File: src/olist_pkg.sv
package olist_pkg;

   // field widths fixed by the transaction format
   localparam int VAL_W     = 32;
   localparam int POS_W     = 10;
   localparam int COUNT_W   = 7;
   // widest entry count / index carried between top and cells (capacity up to 1024)
   localparam int CNT_MAX_W = 11;

   localparam int DEFAULT_CAPACITY = 64;

   typedef enum logic [1:0] {
      MODE_APPEND = 2'd0,
      MODE_INSERT = 2'd1,
      MODE_DELETE = 2'd2,
      MODE_READ   = 2'd3
   } mode_type;

   typedef enum logic [1:0] {
      ST_OK        = 2'd0,
      ST_FULL      = 2'd1,
      ST_NOT_FOUND = 2'd2,
      ST_RANGE     = 2'd3
   } status_type;

   typedef enum logic [1:0] {
      SEQ_IDLE  = 2'd0,
      SEQ_SCAN  = 2'd1,
      SEQ_APPLY = 2'd2
   } seq_state_type;

   typedef enum logic [1:0] {
      CELL_HOLD   = 2'd0,
      CELL_SCAN   = 2'd1,
      CELL_INSERT = 2'd2,
      CELL_DELETE = 2'd3
   } cell_cmd_type;

   typedef struct packed {
      mode_type                 mode;
      logic signed [VAL_W-1:0]  value;
      logic [POS_W-1:0]         position;
   } req_type;

   typedef struct packed {
      status_type               status;
      logic [COUNT_W-1:0]       count;
      logic signed [VAL_W-1:0]  read_value;
   } rsp_type;

   // broadcast control from the sequencer to every cell
   typedef struct packed {
      cell_cmd_type             cmd;
      logic [VAL_W-1:0]         value;
      logic [POS_W-1:0]         position;
      logic [CNT_MAX_W-1:0]     ins_idx;
      logic [CNT_MAX_W-1:0]     count;
   } cell_ctl_type;

endpackage

File: src/olist_cell.sv
module olist_cell #(
   parameter int INDEX = 0
) (
   input  logic                           clock,
   input  olist_pkg::cell_ctl_type        ctl,
   input  logic                           del_shift,
   input  logic [olist_pkg::VAL_W-1:0]    left_data,
   input  logic [olist_pkg::VAL_W-1:0]    right_data,
   output logic [olist_pkg::VAL_W-1:0]    data,
   output logic                           match,
   output logic [olist_pkg::VAL_W-1:0]    rd_data
);

   localparam logic [olist_pkg::CNT_MAX_W-1:0] MY_IDX = olist_pkg::CNT_MAX_W'(INDEX);

   logic [olist_pkg::VAL_W-1:0] data_ff, data_in;
   logic                        match_ff;
   logic [olist_pkg::VAL_W-1:0] rd_ff;
   logic                        live;
   logic                        pos_hit;

   assign live    = MY_IDX < ctl.count;
   assign pos_hit = olist_pkg::CNT_MAX_W'(ctl.position) == MY_IDX;

   // entry update: insert shifts toward the tail, delete pulls from the tail side
   always_comb begin
      data_in = data_ff;
      unique case (ctl.cmd)
         olist_pkg::CELL_INSERT: begin
            if (MY_IDX == ctl.ins_idx) begin
               data_in = ctl.value;
            end else if (MY_IDX > ctl.ins_idx) begin
               data_in = left_data;
            end
         end
         olist_pkg::CELL_DELETE: begin
            if (del_shift) begin
               data_in = right_data;
            end
         end
         olist_pkg::CELL_HOLD,
         olist_pkg::CELL_SCAN: begin
            data_in = data_ff;
         end
         default: begin
            data_in = data_ff;
         end
      endcase
   end

   always_ff @(posedge clock) begin
      data_ff <= data_in;
   end

   // per-cell compare and read select, registered during the scan cycle
   always_ff @(posedge clock) begin
      if (ctl.cmd == olist_pkg::CELL_SCAN) begin
         match_ff <= live && (data_ff == ctl.value);
         rd_ff    <= (live && pos_hit) ? data_ff : '0;
      end
   end

   assign data    = data_ff;
   assign match   = match_ff;
   assign rd_data = rd_ff;

endmodule

File: config.mk
export PLATFORM = sky130hd
export DESIGN_NAME = olist_cell
export DESIGN_NICKNAME = d
export VERILOG_FILES = /design/src/olist_pkg.sv /design/src/olist_cell.sv
export SDC_FILE = /design/constraint.sdc
export NUM_CORES = 1
export LEC_CHECK = 0
export CORE_ASPECT_RATIO = 0.5
export CORE_MARGIN = 2
export CORE_UTILIZATION = 60
export DETAILED_ROUTE_END_ITERATION = 16
export DONT_BUFFER_PORTS = 1
export GPL_ROUTABILITY_DRIVEN = 0
export PLACE_DENSITY = 0.76
export SETUP_SLACK_MARGIN = 0.1
export SLEW_MARGIN = 20
export SYNTH_ARGS = -nofsm -noshare
export SYNTH_HDL_FRONTEND = slang
export SYNTH_SLANG_ARGS = --single-unit
File: constraint.sdc
create_clock -name clock -period 3.35 [get_ports clock]
set_input_delay 0.335 -clock clock [delete_from_list [all_inputs] [get_ports clock]]
set_output_delay 0.335 -clock clock [all_outputs]
set_load 0.01 [all_outputs]
# [Word level (Yosys, flattened, before mapping)]
# Index checks and enable logic that the tools add are counted.
[word_totals] ff_bits=65 latchBits=0 ramBits=0 mem_bits_ro=0 inputBits=132 output_inout_bits=65 memories=0
[op_classes] add_sub_neg=0 multipliers=0 div=0 n_lt_le_gt_ge=2 eq_ne=6 shift=0 mux=4 n_bitwise=1 n_reduce_logical=7
[op_table] operator="$mux 32" count=3
[op_table] operator="$pmux 32 s2" count=1
[op_table] operator="$eq 32x32->1" count=1
[op_table] operator="$gt 1x11->1 const A" count=1
[op_table] operator="$logic_not 11->1" count=1
[op_table] operator="$lt 1x11->1 const A" count=1
[op_table] operator="$logic_not 10->1" count=1
[op_table] operator="$eq 2x2->1 const B" count=2
[op_table] operator="$ne 3x3->1 const B" count=1
[op_table] operator="$reduce_and 3->1" count=1
[op_table] operator="$eq 2x1->1 const B" count=1
[op_table] operator="$logic_and 1x1->1" count=2
[op_table] operator="$logic_not 2->1" count=1
[op_table] operator="$ne 2x2->1 const B" count=1
[op_table] operator="$reduce_or 2->1" count=1
[op_table] operator="$not 1->1" count=1

# [Longest topological paths before layout]
# Gate-level depths: netlist of the first run.
[depth] depth_word=4 ltp_mapped=6 ltp_nobuf=4

# [Worst setup path before layout of the first run]
# No wires, ideal clock.
[synth_timing] kind="input-to-reg" from="input port ctl[65] (netlist name)" to="register match_ff (netlist: match) (enable)" arrival_time_ps=1831 required_ps=2923 slack_ps=1091 path_stages=1 cell_sequence="nor2b_1"
[synth_via] elab_chain_len=1
[synth_lines] item="from (decl)" line="olist_cell.sv:5" source="input olist_pkg::cell_ctl_type ctl,"
[synth_lines] item="$eq 2x1->1" line="olist_cell.sv:57" source="if (ctl.cmd == olist_pkg::CELL_SCAN) begin"
[synth_lines] item="to (signal assigned)" line="olist_cell.sv:58" source="match_ff <= live && (data_ff == ctl.value);"
[synth_lines] item="to (decl)" line="olist_cell.sv:17" source="logic match_ff;"
# No other way between the ends.
# A chain may end at the register's enable or synchronous reset.

# [Worst setup path after layout of the first run]
[layout_timing] from="register data_ff (netlist bit data[17])" to="register match_ff (netlist: match), data pin"
[layout_via] elab_chain_len=2
[layout_lines] item="from (decl)" line="olist_cell.sv:16" source="logic [olist_pkg::VAL_W-1:0] data_ff, data_in;"
[layout_lines] item="from (signal assigned)" line="olist_cell.sv:52" source="data_ff <= data_in;"
[layout_lines] item="$eq 32x32->1" line="olist_cell.sv:58"
[layout_lines] item="$logic_and 1x1->1" line="olist_cell.sv:58"
# No other way between the ends.

==> results of run 1 <==
kinds of logic after synthesis:
logic type             count (synthesis)
AND/OR/NAND/NOR                      156
flip-flops                            65
AO/OA/AOI/OAI                         33
XOR/XNOR                              32
buffers and inverters                 16
layout by cell type, fill, tap and decap left out, types with 3 or more instances in the layout:
cell and instances:
and2_1 33, buf_4 3, clkbuf_8 9, nand4_1 8, nand2_1 65, a31oi_1 32, nor2_1 32, xnor2_1 32
nor4_1 6, edfxtp_1 65
layout make-up:
| class | count | area (sq um) | share of cell area (%) |
|---|---|---|---|
| sequential | 65 | 1950 | 55.9 |
| clock inverter | 5 | 47.5 | 1.36 |
| multi-input combinational | 221 | 1250 | 35.9 |
| tap | 70 | 87.6 | 2.51 |
| timing repair buffer | 3 | 22.5 | 0.645 |
| clock buffer | 10 | 128 | 3.65 |
per-layer routing:
layer  GRT usage [%]  vias to the layer above  wire (um)
li1                -                     1060          -
met5               0                        -          0
met1            34.8                     1057       3110
met3            12.3                       15       1100
met4            9.16                        0        114
met2            45.8                      144       4080
sequential cells by signal, summed over array words and instances, names as in the netlist:
signal	flops
data	32
rd_data	32
match	1
final timing paths:
check,slack (ns),cells past startpoint,from,endpoint
worst max-delay path,1.68,4,data[17],match
worst max register to register,1.68,4,data[17],match
worst min register to register,0.69,1,data[19],rd_data[19]
worst min-delay path,0.25,2,left_data[30],data[30]
power breakdown:
part	leakage (uW)	switching, uW	internal (uW)	total (uW)
sequential	0.000660	38.2	927	965
clock	0.0000910	284	332	616
combinational	0.000479	60.8	50.1	111
total	0.00123	383	1310	1690
critical path, stage by stage, from the launching register on:
cell      delay, ns
edfxtp_1       0.47
xnor2_1        0.30
nand4_1        0.14
nor4_1         0.40
and3_1         0.22
per-stage QoR:
stage	total power [uW]	utilization (%)	std cells	instance area [sq um]
floorplan	1060	-	302	3290
global placement	1090	65.1	359	3310
detailed placement	1090	65.1	359	3310
CTS	1700	68.5	374	3490
global route	1750	68.6	374	3490
finish	1690	68.6	374	3490
==> metrics.cfg, run 1 <==
[synth]
synthMuxAreaShare_pct = 0
yosysTopAreaCell = edfxtp_1
synth_area_leaders = edfxtp_1 59%, xnor2_1 8.5%, nand2_1 7.5%
synth_nets = 434
synth_top_family_by_area = simple AND/OR/NAND/NOR gates
yosys.area_share.xor_xnor_pct = 8.53
synth-seq-cells = 65
synth_ff_type = edfxtp_1
synth_common_cells = 66 x nand2_1, 65 x edfxtp_1, 33 x and2_1
syn_area_sq_um = 3290
yosysSeqAreaShare_pct = 59.4
syn_avg_cell_area_sq_um = 10.9
ys.warnings.count = 0
synth_compound_area_share_pct = 6.24
syn_inst = 302
synth.top_cell.area_share_pct = 59.4
synthSimpleGateAreaFrac_pct = 23.0
async_flop_share_pct = 0
post-synth-top-count-cell = nand2_1
synth_cell_type_count = 21
synth_fa_ha_area_share_pct = 0
synth-edff-count = 65

[sta]
drv_slew = 0
rsz0062_at_grt = false
final.period_utilization_pct = 49.7
tightest_slew_ns = 0.982
fin_ws_ns = 1.68
timing.final.hold_violations = 0
fin_crit_ns = 1.67
holdWs_ns = 0.252
fin_worst_skew_ns = 0.00438
max_freq_mhz = 600
setup_violations = 0
relSlewSlack_pct = 34.4
fin_tns_setup_ns = 0

[drt]
vias = 2276
drc_errors = 0
wl_per_cell_um = 22.5
dr.pass1.iters = 5
first_iter_violations = 154
routed_wirelength_mm = 8.40
ant_nets = 0
vias_per_cell = 6.09

[global_routing]
antenna_found_initial = 0
grt_use_total_pct = 28.4
grt_pass1_vias = 2312
grt_pass1_wl_mm = 12.5
grt_max_degree = 65
grt_overflow = 0

[finish]
final_nets = 432
insertedDiodeCount = 0
area_growth_syn_to_layout_pct = 6.24
drive_above_1_share_pct = 6.91
fill_cells = 437

[critical_path]
cp.arrival_ns = 1.88
startpoint_type = register
cp.required_ns = 3.56
critPathKind = register to register
cp_max_fo = 3
cp-end-kind = register

[clock_tree]
cts_resized = 0
hold_buffers = 0
clock_latency_ns = 0.34
clk_pin_slew_ns = 0.07
cts_tree = yes
cts_buffer_depth = 2
cts_max_level = 3
cts_num_sinks = 65
postCtsSetupBuffers = 0
cts_buffers = 9
root_buffer = clkbuf_8

[place]
numPortBuffers = 0
hpwl_mm = 6.16
preCtsSetupSlack_ns = 1.51

[floorplanning]
die_w_um = 109
num_rows = 18
start_util_pct = 64.6
die_h_um = 56.3
fp.dieArea_sq_um = 6120
core_area_sq_um = 5090
ios = 197

[pwr]
pwr_density_cell_nw_per_um2 = 485
vdd_drop_max_mv = 0.278
p_leak_uw = 0.00123

[flow_run]
cap_violations = 0

[worst_hold_path]
hold_path_class = primary input to register

[run_status]
status = finished, final reports clean

Power figures use the tool's default switching activity.
==> run 2, diff against run 1 <==
--- a/config.mk
+++ b/config.mk
@@ -5,9 +5,10 @@
 export SDC_FILE = /design/constraint.sdc
 export NUM_CORES = 1
 export LEC_CHECK = 0
+export ABC_AREA = 1
 export CORE_ASPECT_RATIO = 0.5
 export CORE_MARGIN = 2
-export CORE_UTILIZATION = 60
+export CORE_UTILIZATION = 58
 export DETAILED_ROUTE_END_ITERATION = 16
 export DONT_BUFFER_PORTS = 1
 export GPL_ROUTABILITY_DRIVEN = 0
==> constraint.sdc (replaced) <==
create_clock -name clock -period 1.5 [get_ports clock]
set_input_delay 0.15 -clock clock [delete_from_list [all_inputs] [get_ports clock]]
set_output_delay 0.15 -clock clock [all_outputs]
set_load 0.01 [all_outputs]
==> metrics.cfg, run 2 <==
[critical_path]
path_common_cell = nor2_2
critPathKind = register to register
cp-end-kind = register
cp_max_fo = 2  ; -1
cp_slowest_cell = edfxtp_1
cp.arrival_ns = 1.54  ; -0.34 ns
startpoint_type = register
regToRegEndpoint = match
path_cells = xor2_1, nor2_1, nand2_1, nor2_2, nand3_2, nor2_2
critPathMaxStageDelay_ns = 0.41  ; -0.06 ns
cp.required_ns = 1.69  ; -1.87 ns
r2r-start = data[30]
ff2ff_setup_slack_ns = 0.15  ; -1.53 ns
worst_r2r_path_depth = 6  ; +2

[clock_tree]
cts_num_sinks = 65  ; unchanged
clk_pin_slew_ns = 0.06  ; about the same
cts_tree = yes
clock_latency_ns = 0.33  ; about the same
cts_max_level = 3  ; unchanged
root_buffer = clkbuf_16
cts_buffers = 9  ; unchanged
hold_buffers = 0  ; unchanged
cts_buffer_depth = 2  ; unchanged

[synth]
syn_inst = 494  ; +64%
synth_cell_type_count = 22  ; +4.8%
yosysTopAreaCell = edfxtp_1
synth.top_cell.area_share_pct = 51.6  ; -7.8 points
async_flop_share_pct = 0  ; unchanged
synth-edff-count = 65  ; unchanged
synth-seq-cells = 65  ; unchanged
synth_ff_type = edfxtp_1
synth_nets = 626  ; +44%
synth_common_cells = 175 x nand2_1, 88 x inv_1, 65 x edfxtp_1
syn_avg_cell_area_sq_um = 7.66  ; -30%
post-synth-top-count-cell = nand2_1
ys.warnings.count = 0  ; unchanged
syn_area_sq_um = 3780  ; +15%
yosysSeqAreaShare_pct = 51.6  ; -7.8 points
synth_area_leaders = edfxtp_1 52%, nand2_1 17%, inv_1 8.7%

[pwr]
p_clk_share_pct = 42.8  ; +6.4 points
vdd_drop_max_mv = 0.916  ; +230%
intPower_uw = 3510  ; +170%
p_leak_uw = 0.00219  ; +78%
combPwrFrac_pct = 9.8  ; +3.2 points
sw_frac_of_total_pct = 23.7  ; +1.0 points
pwr-share-seq_pct = 47.5  ; -9.6 points
switchingPower_uw = 1090  ; +180%
pwr_density_cell_nw_per_um2 = 1060  ; +120%

[global_routing]
grt_max_degree = 33  ; -49%
antenna_found_initial = 0  ; unchanged
grt_use_total_pct = 27.9  ; -0.50 points
grt_pass1_vias = 3086  ; +33%
grt_overflow = 0  ; unchanged
grt_pass1_wl_mm = 14.9  ; +20%

[drt]
wl_per_cell_um = 16.9  ; -25%
vias_per_cell = 5.31  ; -13%
routed_wirelength_mm = 10.2  ; +21%
vias = 3198  ; +41%
drc_errors = 0  ; unchanged
first_iter_violations = 231  ; +50%
dr.pass1.iters = 5  ; unchanged
ant_nets = 0  ; unchanged

[run_status]
status = finished, final reports clean

[sta]
final.period_utilization_pct = 90.1  ; +40 points
timing.final.hold_violations = 0  ; unchanged
setup_violations = 0  ; unchanged
fin_worst_skew_ns = 0.00760  ; +0.00322 ns
holdWs_ns = 0.00793  ; -0.244 ns
rsz0062_at_grt = true
fin_crit_ns = 1.35  ; -0.315 ns
fin_tns_setup_ns = 0  ; unchanged
drv_slew = 0  ; unchanged
max_freq_mhz = 740  ; +23%
relSlewSlack_pct = 75.2  ; +41 points
tightest_slew_ns = 0.372  ; -0.610 ns

[floorplanning]
die_w_um = 118  ; +8.8%
num_rows = 20  ; +2
start_util_pct = 61.2  ; -3.4 points
fp.dieArea_sq_um = 7220  ; +18%
core_area_sq_um = 6180  ; +21%
die_h_um = 61.1  ; +8.5%
ios = 197  ; unchanged

[place]
placed_area_sq_um = 4030  ; +22%
dpl.cell_count = 586  ; +63%
numPortBuffers = 0  ; unchanged
hpwl_mm = 7.55  ; +23%

[flow_run]
cap_violations = 0  ; unchanged

[finish]
insertedDiodeCount = 0  ; unchanged
fill_cells = 519  ; +19%
final_common_cell = nand2_1
final_nets = 642  ; +49%
layout.cells.non_filler = 602  ; +61%
fin_util_pct = 70.1  ; +1.5 points
drive_above_1_share_pct = 11.3  ; +4.4 points
seqCellArea_sq_um = 1950  ; unchanged
area_growth_syn_to_layout_pct = 14.6
multiInputGateArea_sq_um = 1460  ; +16%
final_cell_area_sq_um = 4330  ; +24%
layout_common_cells = 174 x nand2_1, 81 x inv_1, 65 x edfxtp_1

[worst_hold_path]
hold_depth = 2  ; unchanged
hold_path_class = primary input to register
worstHoldStart = right_data[10]
hold_path_end = data[10]

[run 2: worst max-delay path by stage]
stage / startpoint / end / slack (ns) / depth (start not counted)
4_1_cts: data[7] / match / 0.13 / 8
2_1_floorplan: ctl[18] / data[0] / -0.24 / 6
6_report: data[30] / match / 0.15 / 6
3_3_place_gp: ctl[13] / data[27] / 0.15 / 5
5_1_grt: data[7] / match / 0.05 / 8
3_5_place_dp: ctl[18] / data[24] / 0.11 / 6
[run 2: power by group through the flow]
stage / logic (uW) / registers, uW / clock network, uW
after global placement: 423 / 2210 / 0
after floorplan: 305 / 2210 / 0
after global routing: 513 / 2190 / 2060
after CTS: 437 / 2180 / 1980
after detailed placement: 433 / 2220 / 0
final: 449 / 2180 / 1970
[run 2: area by class of cell]
cell class	instances	share of cell area (%)
Clock buffer	9	5.20
Clock inverter	6	1.15
Inverter	88	7.62
Multi-Input combinational cell	322	33.7
Sequential cell	65	45.0
Tap cell	88	2.54
Timing Repair Buffer	24	4.73
[run 2: what timing repair did]
action,CTS,global route
gates resized for setup,0,16
buffers inserted,0,1
setup endpoints to repair,0,1
[run 2: cell families after synthesis]
group	count (synthesis)	share of synthesized area, %
simple gates	310	34.6
buf+inv	107	11.3
flops	65	51.6
xor+xnor	9	2.08
compound gates	3	0.397
[run 2: metal layers]
layer	global-route usage, %	wire [um]	up-vias
met4	8.95	134	0
met5	0	0	-
li1	-	-	1561
met2	48.2	4900	178
met3	11.6	1170	13
met1	33.1	3970	1446
[run 2: metrics by stage]
stage	setup WS, ns	total power, uW
2_1_floorplan	-0.244	2510
3_5_place_dp	0.108	2650
4_1_cts	0.131	4600
6_report	0.149	4600
3_3_place_gp	0.149	2640
5_1_grt	0.0533	4760
[run 2: worst max-delay path, delay by kind of cell (launching register included)]
family / cells / cell delay, ns
AND/OR/NAND/NOR: 5 / 0.60
XOR/XNOR: 1 / 0.21
flip-flops: 1 / 0.41
==> run 3, diff against run 2 <==
==> constraint.sdc (replaced) <==
create_clock -name clock -period 1.2 [get_ports clock]
set_input_delay 0.12 -clock clock [delete_from_list [all_inputs] [get_ports clock]]
set_output_delay 0.12 -clock clock [all_outputs]
set_load 0.01 [all_outputs]
==> metrics.cfg, run 3 (synthesized netlist as in run 2, its figures left out) <==
[run_status]
status = finished, violations left
violations = setup timing

[clock_tree]
cts_tree = yes
cts_max_level = 3  ; unchanged
clock_latency_ns = 0.33  ; about the same
cts_buffer_depth = 2  ; unchanged
cts_buffers = 9  ; unchanged
cts_num_sinks = 65  ; unchanged
root_buffer = clkbuf_16
clk_pin_slew_ns = 0.05  ; about the same

[finish]
multiInputGateArea_sq_um = 1450  ; -0.68%
insertedDiodeCount = 0  ; unchanged
final_common_cell = nand2_1
fill_cells = 420  ; -19%
area_growth_syn_to_layout_pct = 34.3
final_nets = 723  ; +13%
drive_above_1_share_pct = 16.4  ; +5.2 points
seqCellArea_sq_um = 1950  ; unchanged
layout_common_cells = 175 x nand2_1, 88 x inv_1, 65 x edfxtp_1

[critical_path]
worst_r2r_path_depth = 7  ; +1
setup.worst_path.end = match
crit_start = data[13]
critPathKind = register to register
regToRegEndpoint = match
startpoint_type = register
cp.required_ns = 1.39  ; -0.30 ns
path_cells = nand2_1, nand2_1, nor2_2, nand2_1, nor2_1, nand3_1, nor2_1
path_buf_inv = 0  ; unchanged
path_common_cell = nand2_1
cp_max_fo = 3  ; +1
r2r-start = data[13]
cp_slowest_cell = edfxtp_1
cp-end-kind = register
path_delay_family = simple AND/OR/NAND/NOR gates
critPathMaxStageDelay_ns = 0.42  ; about the same
cp_num_cells = 7  ; +1
cp.arrival_ns = 1.49  ; -0.05 ns
ff2ff_setup_slack_ns = -0.10  ; -0.25 ns

[floorplanning]
die_w_um = 118  ; unchanged
fp.dieArea_sq_um = 7220  ; unchanged
core_area_sq_um = 6180  ; unchanged
start_util_pct = 61.2  ; unchanged
num_rows = 20  ; unchanged
die_h_um = 61.1  ; unchanged
ios = 197  ; unchanged

[sta]
fin_tns_setup_ns = -0.169  ; -0.169 ns
relSlewSlack_pct = 72.2  ; -3.0 points
setup_violations = 2  ; +2
rsz0062_at_grt = true
fin_crit_ns = 1.30  ; -0.0473 ns
drv_slew = 0  ; unchanged
tightest_slew_ns = 0.412  ; +0.0400 ns
timing.final.hold_violations = 0  ; unchanged
fin_worst_skew_ns = 0.00545  ; -0.00215 ns
max_freq_mhz = 767  ; +3.6%
final.period_utilization_pct = 109  ; +19 points
fin_ws_ns = -0.104  ; -0.253 ns

[drt]
dr.pass1.iters = 5  ; unchanged
wl_per_cell_um = 17.5  ; +3.5%
vias_per_cell = 5.41  ; +1.9%
first_iter_violations = 343  ; +48%
ant_nets = 0  ; unchanged
vias = 3701  ; +16%
routed_wirelength_mm = 12.0  ; +18%
drc_errors = 0  ; unchanged

[global_routing]
grt_overflow = 0  ; unchanged
grt_pass1_wl_mm = 17.6  ; +18%
grt_pass1_vias = 3470  ; +12%
antenna_found_initial = 0  ; unchanged
grt_use_total_pct = 33.1  ; +5.2 points
grt_max_degree = 33  ; unchanged

[place]
numPortBuffers = 0  ; unchanged
hpwl_mm = 7.79  ; +3.2%

[worst_hold_path]
hold_path_class = primary input to register

[flow_run]
cap_violations = 0  ; unchanged

[pwr]
p_leak_uw = 0.00259  ; +18%
pwr_density_cell_nw_per_um2 = 1160  ; +9.4%
vdd_drop_max_mv = 0.818  ; -11%
fin_total_pwr_uw = 5900  ; +28%

==> run 3: cell types whose count changed in the layout (fill, tap and decap cells not counted), moves of 2 or more <==
cell / change
clkinv_2: +2
nor2_1: +4
buf_6: +21
clkbuf_1: +2
dlygate4sd3_1: +30
clkinv_1: -2
inv_2: -7
buf_4: +29
nor2_2: -4
inv_1: +7
==> run 3: metrics by stage <==
| stage | area (sq um) | hold slack, ns | setup slack, ns | std cells | utilization [%] |
|---|---|---|---|---|---|
| floorplan | 3830 | 0.306 | -0.514 | 494 | - |
| global placement | 4420 | 0.309 | -0.128 | 637 | 71.5 |
| detailed placement | 4420 | 0.311 | -0.144 | 637 | 71.5 |
| CTS | 5040 | 0.0131 | -0.0630 | 683 | 81.6 |
| global route | 5080 | 0.0167 | -0.164 | 684 | 82.2 |
| finish | 5080 | 0.0307 | -0.104 | 684 | 82.2 |
==> run 3: worst register-to-register path: stages, from the launching register on <==
cell	delay, ns
edfxtp_1	0.42
nand2_1	0.12
nand2_1	0.08
nor2_2	0.11
nand2_1	0.09
nor2_1	0.11
nand3_1	0.12
nor2_1	0.12
==> run 3: report_power, final <==
| group | internal (uW) | switching (uW) |
|---|---|---|
| Sequential | 2610 | 74.8 |
| Combinational | 446 | 472 |
| Clock | 1370 | 919 |
| Total | 4430 | 1470 |
==> run 3: area by class of cell <==
cell class	instances	area share, %
Sequential cell	65	38.4
Multi-Input combinational cell	322	28.6
Timing Repair Buffer	105	19.3
Inverter	88	6.50
Clock buffer	11	4.58
Tap cell	88	2.17
Clock inverter	5	0.443
==> run 3: per-layer routing <==
metal	vias up	GRT usage (%)	part of all wire (%)
li1	1722	-	-
met1	1708	38.3	37
met2	256	59.8	50
met3	15	11.1	12
met4	0	12.6	1.4
met5	-	0	0
==> run 3: how the worst min path moves through the flow <==
stage                              start        to  cells past startpoint
final                      right_data[1]   data[1]                      2
after global routing       right_data[1]   data[1]                      2
after CTS                  right_data[1]   data[1]                      2
after detailed placement   right_data[5]   data[5]                      2
after global placement    right_data[23]  data[23]                      2
after floorplan            right_data[0]   data[0]                      2
==> run 3: what timing repair did <==
item	CTS	global route
pin swaps	1	2
hold buffers	30	0
resized for setup	17	9
cloned	0	0
endpoints found under the hold margin	30	0
setup buffers	2	6
setup endpoints to repair	14	29
